`src/rtl/core/mmcs_pkg.sv`:
```
// Shared widths, request and status codes, control structs and bit-search
// helpers for the circular mismatch map. No dependencies.
package mmcs_pkg;

    localparam int REQ_W           = 2;
    localparam int POS_W           = 12;
    localparam int LEN_W           = 13;
    localparam int CHR_W           = 8;
    localparam int ST_W            = 2;
    localparam int WORD_BITS       = 64;
    localparam int WORD_LOG        = 6;
    localparam int POS_SPAN        = 4096;
    localparam int MAX_COLUMNS_DEF = 4096;

    localparam logic [REQ_W-1:0] REQ_UPDATE = 2'd0;
    localparam logic [REQ_W-1:0] REQ_QUERY  = 2'd1;
    localparam logic [REQ_W-1:0] REQ_FWD    = 2'd2;
    localparam logic [REQ_W-1:0] REQ_BWD    = 2'd3;

    localparam logic [ST_W-1:0] ST_OK    = 2'd0;
    localparam logic [ST_W-1:0] ST_RANGE = 2'd1;
    localparam logic [ST_W-1:0] ST_NONE  = 2'd2;

    // Commands from the controller to the datapath
    typedef struct packed {
        logic load;        // capture the accepted item
        logic rd_word;     // read the word holding the item's column
        logic res_range;   // result: column outside active length
        logic res_rmw;     // result of update/query, write back on update
        logic srch_start;  // first word read of a search
        logic srch_run;    // keep reading and evaluating words
        logic res_search;  // result of the search
        logic load_out;    // move the result into the output register
    } t_dp_cmd;

    // Status from the datapath to the controller
    typedef struct packed {
        logic in_range;
        logic is_search;
        logic ev_valid;
        logic ev_hit;
        logic ev_last;
    } t_dp_status;

    // Lowest set bit: {found, index}
    function automatic logic [WORD_LOG:0] find_low(input logic [WORD_BITS-1:0] w);
        logic [WORD_LOG:0] r;
        r = '0;
        for (int i = WORD_BITS - 1; i >= 0; i--) begin
            if (w[i]) begin
                r = {1'b1, WORD_LOG'(i)};
            end
        end
        return r;
    endfunction

    // Highest set bit: {found, index}
    function automatic logic [WORD_LOG:0] find_high(input logic [WORD_BITS-1:0] w);
        logic [WORD_LOG:0] r;
        r = '0;
        for (int i = 0; i < WORD_BITS; i++) begin
            if (w[i]) begin
                r = {1'b1, WORD_LOG'(i)};
            end
        end
        return r;
    endfunction

endpackage

```
`src/rtl/core/mmcs_ctrl.sv`:
```
// Sequencing state machine of the circular mismatch map.
// Depends on mmcs_pkg (command and status structs).
module mmcs_ctrl (
    input  logic                i_clk,
    input  logic                i_rst_n,
    input  logic                i_in_valid,
    output logic                o_in_ready,
    output logic                o_out_valid,
    input  logic                i_out_ready,
    input  mmcs_pkg::t_dp_status i_st,
    output mmcs_pkg::t_dp_cmd   o_cmd
);
    import mmcs_pkg::*;

    localparam logic [2:0] ST_IDLE   = 3'd0;
    localparam logic [2:0] ST_EXEC   = 3'd1;
    localparam logic [2:0] ST_RMW    = 3'd2;
    localparam logic [2:0] ST_SEARCH = 3'd3;
    localparam logic [2:0] ST_FINISH = 3'd4;

    logic [2:0] r_state, n_state;
    logic       r_out_vld, n_out_vld;

    always_comb begin
        n_state    = r_state;
        o_cmd      = '0;
        o_in_ready = 1'b0;
        case (r_state)
            ST_IDLE: begin
                o_in_ready = 1'b1;
                if (i_in_valid) begin
                    o_cmd.load = 1'b1;
                    n_state    = ST_EXEC;
                end
            end
            ST_EXEC: begin
                if (!i_st.in_range) begin
                    o_cmd.res_range = 1'b1;
                    n_state         = ST_FINISH;
                end else if (i_st.is_search) begin
                    o_cmd.srch_start = 1'b1;
                    n_state          = ST_SEARCH;
                end else begin
                    o_cmd.rd_word = 1'b1;
                    n_state       = ST_RMW;
                end
            end
            ST_RMW: begin
                o_cmd.res_rmw = 1'b1;
                n_state       = ST_FINISH;
            end
            ST_SEARCH: begin
                o_cmd.srch_run = 1'b1;
                if (i_st.ev_valid && (i_st.ev_hit || i_st.ev_last)) begin
                    o_cmd.res_search = 1'b1;
                    n_state          = ST_FINISH;
                end
            end
            ST_FINISH: begin
                // hold the result until the output register is free
                if (!r_out_vld || i_out_ready) begin
                    o_cmd.load_out = 1'b1;
                    n_state        = ST_IDLE;
                end
            end
            default: begin
                n_state = ST_IDLE;
            end
        endcase
    end

    always_comb begin
        n_out_vld = r_out_vld;
        if (o_cmd.load_out) begin
            n_out_vld = 1'b1;
        end else if (i_out_ready) begin
            n_out_vld = 1'b0;
        end
    end

    always_ff @(posedge i_clk) begin
        if (!i_rst_n) begin
            r_state   <= ST_IDLE;
            r_out_vld <= 1'b0;
        end else begin
            r_state   <= n_state;
            r_out_vld <= n_out_vld;
        end
    end

    assign o_out_valid = r_out_vld;

    a_accept_exec: assert property (@(posedge i_clk) disable iff (!i_rst_n)
        (i_in_valid && o_in_ready) |=> (r_state == ST_EXEC))
        else $error("accepted item did not move to execute");

    a_one_result: assert property (@(posedge i_clk) disable iff (!i_rst_n)
        $onehot0({o_cmd.res_range, o_cmd.res_rmw, o_cmd.res_search}))
        else $error("more than one result source in a cycle");

    a_search_eval: assert property (@(posedge i_clk) disable iff (!i_rst_n)
        (r_state == ST_SEARCH) |-> i_st.ev_valid)
        else $error("search cycle without a word to evaluate");

endmodule

```
`config.mk`:
```
export PLATFORM = sky130hd
export DESIGN_NAME = mmcs_ctrl
export DESIGN_NICKNAME = d
export VERILOG_FILES = /design/src/rtl/core/mmcs_pkg.sv /design/src/rtl/core/mmcs_ctrl.sv
export SDC_FILE = /design/constraint.sdc
export NUM_CORES = 1
export LEC_CHECK = 0
export BUFFER_PORTS_ARGS = -buffer_cell sky130_fd_sc_hd__buf_2
export CAP_MARGIN = 0
export CELL_PAD_IN_SITES_DETAIL_PLACEMENT = 0
export CELL_PAD_IN_SITES_GLOBAL_PLACEMENT = 1
export CORE_AREA = 2 2 39 41
export CTS_BUF_LIST = sky130_fd_sc_hd__clkbuf_4
export DETAILED_ROUTE_END_ITERATION = 12
export DIE_AREA = 0 0 41 43
export HOLD_SLACK_MARGIN = 0.15
export MAX_ROUTING_LAYER = met4
export PLACE_DENSITY = 0.75
export SLEW_MARGIN = 20
export SYNTH_ARGS = -nofsm -noshare
export SYNTH_HDL_FRONTEND = slang
export SYNTH_SLANG_ARGS = --single-unit
```
`constraint.sdc`:
```
create_clock -name i_clk -period 1.05 [get_ports i_clk]
set_clock_uncertainty 0.1 [all_clocks]
set_input_delay 0.105 -clock i_clk [delete_from_list [all_inputs] [get_ports i_clk]]
set_output_delay 0.105 -clock i_clk [all_outputs]
set_load 0.02 [all_outputs]
```
==> impl.org <==
** Detailed routing
- In the final routed layout, each cell accounts on average for 9.38 um.
- Dividing the detail-routed via count by the number of cells gives 4.37.
- In the routed design, unresolved DRC markers number 0.
- Once detail routing completed, the nets flagged for antenna violations numbered 0.
- After detailed routing, the total wire length is 769 um.
- Iteration count of the initial detailed-routing pass :: 4
- For this block, the initial DRC count from the detailed router was 1.
- Detailed-route via count :: 358

** Job
- Max cap viols :: 0

** Power and ir drop
- Clock Power Share :: 41.0%
- Across the VDD grid, the largest voltage drop is 316 uV.
- Summed over all cells, the static leakage comes to 0.306 nW.
- In this run, flip-flops and latches consume 26.9% of the power.
- Combinational logic burns 32.1% of the power.
- Pwr/cell area :: 986 mW/mm^2
- Net switching is 28.8% of the power.
- Net switching power :: 0.178 mW
- Cell-internal power :: 0.439 mW

** Timing
- Fmax :: 0.709 GHz
- Setup repair after global routing could not meet its margin everywhere.
- The final critical path takes up 134% of the cycle.
- The number of hold-slack violations in the final timing report was 0.
- Smallest setup slack after layout :: -0.360 ns
- Summed negative setup slack over all endpoints :: -2.70 ns
- Transition time at the pin with the least slew margin :: 0.286 ns
- Headroom to the max-slew limit :: 80.8%
- Number of max-slew violations in the final report :: 0
- After layout, the minimum clock period comes to 1.41 ns.
- Final setup fails :: 12

** CTS
- Clock tree synthesis inserted a total of 3 buffers.
- CTS Sinks :: 4
- Clock transition at the registers of the reported paths :: 0.05 ns
- Clock latency on the worst-skew pair, taken at its later pin, is 0.25 ns.
- Max clock buf depth :: 2
- CTS placed an instance of sky130_fd_sc_hd__clkbuf_4 at the clock tree root.
- In this run the number of H-tree levels came out at 1.
- Clock tree from TritonCTS :: yes
- For this design, the CTS-stage hold fixing added 2 buffers.

** Cells and area
- Layout overhead on the synthesized area :: 110%
- Ratio of cells with drive above 1 in the final layout :: 72.7%
- Once layout is complete, the utilization of the core stands at 45.2%.
- Fin nets :: 76
- N_diodes :: 0
- Counting the fill cells in the layout gives 137.

** Global routing
- The first global-routing pass estimated 1290 um of wire.
- The initial antenna violation count came to 0.
- Global routing used 11.1% of the available tracks across all layers.
- Summed over all layers, the global routing overflow is 0.
- Vias in the first global route :: 367
- Entering global routing, the biggest net connects 9 pins.

** Setup path
- In this run the worst setup path terminates at o_cmd[6].
- Required time at the worst-slack endpoint :: 0.84 ns
- In this run the critical register-to-register path is launched from r_state[0].
- Crit path capture type :: primary output
- STA classifies the critical path startpoint as a register.
- Measured in cells, the most critical reg-to-reg path has a length of 4.
- By startpoint and endpoint, the worst setup path is classified as reg2out.
- The worst register-to-register path has a setup slack of -0.08 ns.
- Capturing point of the worst reg2reg path :: r_state[1]
- Along the worst path, the maximum fanout reaches 3.
- Endpoint arrival time on the critical path :: 1.20 ns
- Critical path origin :: r_state[0]

** Floorplanning
- The initial utilization of the core area, before any placement, comes to 21.5%.
- In this run the vertical extent of the chip is 43 um.
- Die W :: 41 um
- For this design the top-level I/O count stands at 19.
- Floorplan row count :: 14
- Die Footprint :: 0.00176 sq mm
- Area of the core region :: 0.00138 sq mm

** Synthesis
- Syn_nets :: 46
- For this run, asynchronously set or reset flops after synthesis account for 0%.
- Synthesis handed over a netlist of 37 instances.
- Biggest area contributors in the synthesized netlist :: sky130_fd_sc_hd__dfxtp_1 27%, sky130_fd_sc_hd__nor2b_1 6.3%, sky130_fd_sc_hd__and2b_1 5.0%, sky130_fd_sc_hd__buf_4 5.0%, sky130_fd_sc_hd__nor2_1 5.0%
- Synthesis inferred 4 register bits.
- Synthesis instantiated 23 different standard cells from the library.
- Post-synthesis average cell area :: 8.05 sq um
- The biggest area contributor in the post-synthesis netlist is sky130_fd_sc_hd__dfxtp_1.
- Post-synthesis sequential area ratio :: 26.9%
- Commonest cells in the synthesized netlist :: 4 x sky130_fd_sc_hd__dfxtp_1, 4 x sky130_fd_sc_hd__nor2_1, 3 x sky130_fd_sc_hd__nand2_1, 3 x sky130_fd_sc_hd__nor2b_1
- Number of synthesized flops with an enable pin :: 0
- Portion of synthesized cell area occupied by the leading cell type :: 26.9%
- During synthesis, Yosys emitted a total of 0 warnings.
- Prevailing post-synth register cell :: sky130_fd_sc_hd__dfxtp_1
- Cell area after synthesis :: 298 sq um

** Min path
- The worst hold path belongs to the class in2reg.

** Place
- At the end of routability-driven placement, the weighted congestion stood at 0.695.
- Input and output buffers added on the ports amount to 18.
- Detailed placement finished with a half-perimeter wire length of 576 um.

** Run status
- The run finished, with violations left.
- Violated checks :: negative setup slack
[power groups by stage]
stage	Clock, mW	Combinational, mW	Sequential [mW]
2_1_floorplan	0	0.0922	0.172
4_1_cts	0.258	0.186	0.166
3_3_place_gp	0	0.153	0.167
6_report	0.253	0.198	0.166
3_5_place_dp	0	0.153	0.168
5_1_grt	0.270	0.216	0.166
[cell usage in the layout (no fill, tap or decap), types with 2 or more instances in the layout]
cell type	instances
sky130_fd_sc_hd__and2_4	2
sky130_fd_sc_hd__buf_6	9
sky130_fd_sc_hd__nor2b_2	2
sky130_fd_sc_hd__nand2_1	2
sky130_fd_sc_hd__dfxtp_2	3
sky130_fd_sc_hd__nor2_1	3
sky130_fd_sc_hd__dlygate4sd3_1	2
sky130_fd_sc_hd__buf_2	10
sky130_fd_sc_hd__buf_4	7
sky130_fd_sc_hd__clkbuf_4	4
[repair_timing]
| item | 4_1_cts | 5_1_grt |
|---|---|---|
| hold endpoints to repair | 4 | 2 |
| gates cloned | 0 | 0 |
| pin swaps | 5 | 2 |
| setup buffers | 1 | 1 |
| gates resized for setup | 21 | 5 |
| setup endpoints to repair | 12 | 12 |
[per-layer routing]
metal	vias to the layer above	GRT usage, %	share of wire, %
met2	15	17.5	50
li1	184	-	-
met4	0	10.0	3.5
met5	-	-	0
met1	156	11.0	41
met3	3	1.57	5.2
[worst max-delay path: stages, from the launching register on]
cell                      delay [ns]
sky130_fd_sc_hd__dfxtp_4        0.34
sky130_fd_sc_hd__nor2b_4        0.12
sky130_fd_sc_hd__and3b_1        0.17
sky130_fd_sc_hd__and2b_2        0.20
sky130_fd_sc_hd__buf_6          0.13
[layout make-up]
type	count	area, sq um	share of cell area, %
multi-input combinational	29	260	41.6
timing repair buffer	28	224	35.8
sequential	4	87.6	14.0
clock buffer	4	30.0	4.80
tap	16	20.0	3.20
inverter	1	3.75	0.600
[cell families after synthesis]
group | Yosys count | synth area share (%)
buf+inv | 4 | 10.1
flops | 4 | 26.9
simple gates | 21 | 44.1
compound gates | 8 | 18.9
[sequential cells by signal (all words and copies together) (netlist names)]
| register | cells |
|---|---|
| r_state | 3 |
| o_out_valid | 1 |
[per-stage QoR]
step	std cells	worst slack (ns)	hold WS [ns]	instance area (sq um)	total power, mW
2_1_floorplan	37	-0.113	0.121	344	0.264
6_report	82	-0.360	0.0847	626	0.617
3_3_place_gp	75	-0.118	0.283	477	0.320
3_5_place_dp	75	-0.121	0.281	477	0.321
4_1_cts	81	-0.363	0.0803	602	0.610
5_1_grt	82	-0.410	0.108	626	0.652
[worst min path at each step]
| stage | endpoint | startpoint | cells after the start |
|---|---|---|---|
| 2_1_floorplan | r_state[0] | i_rst_n | 1 |
| 4_1_cts | r_state[2] | i_out_ready | 4 |
| 3_5_place_dp | r_state[0] | i_rst_n | 2 |
| 6_report | r_state[2] | i_out_ready | 4 |
| 5_1_grt | r_state[2] | i_out_ready | 4 |
| 3_3_place_gp | r_state[1] | i_rst_n | 2 |
Note: power is estimated with default switching activity, not from simulation.
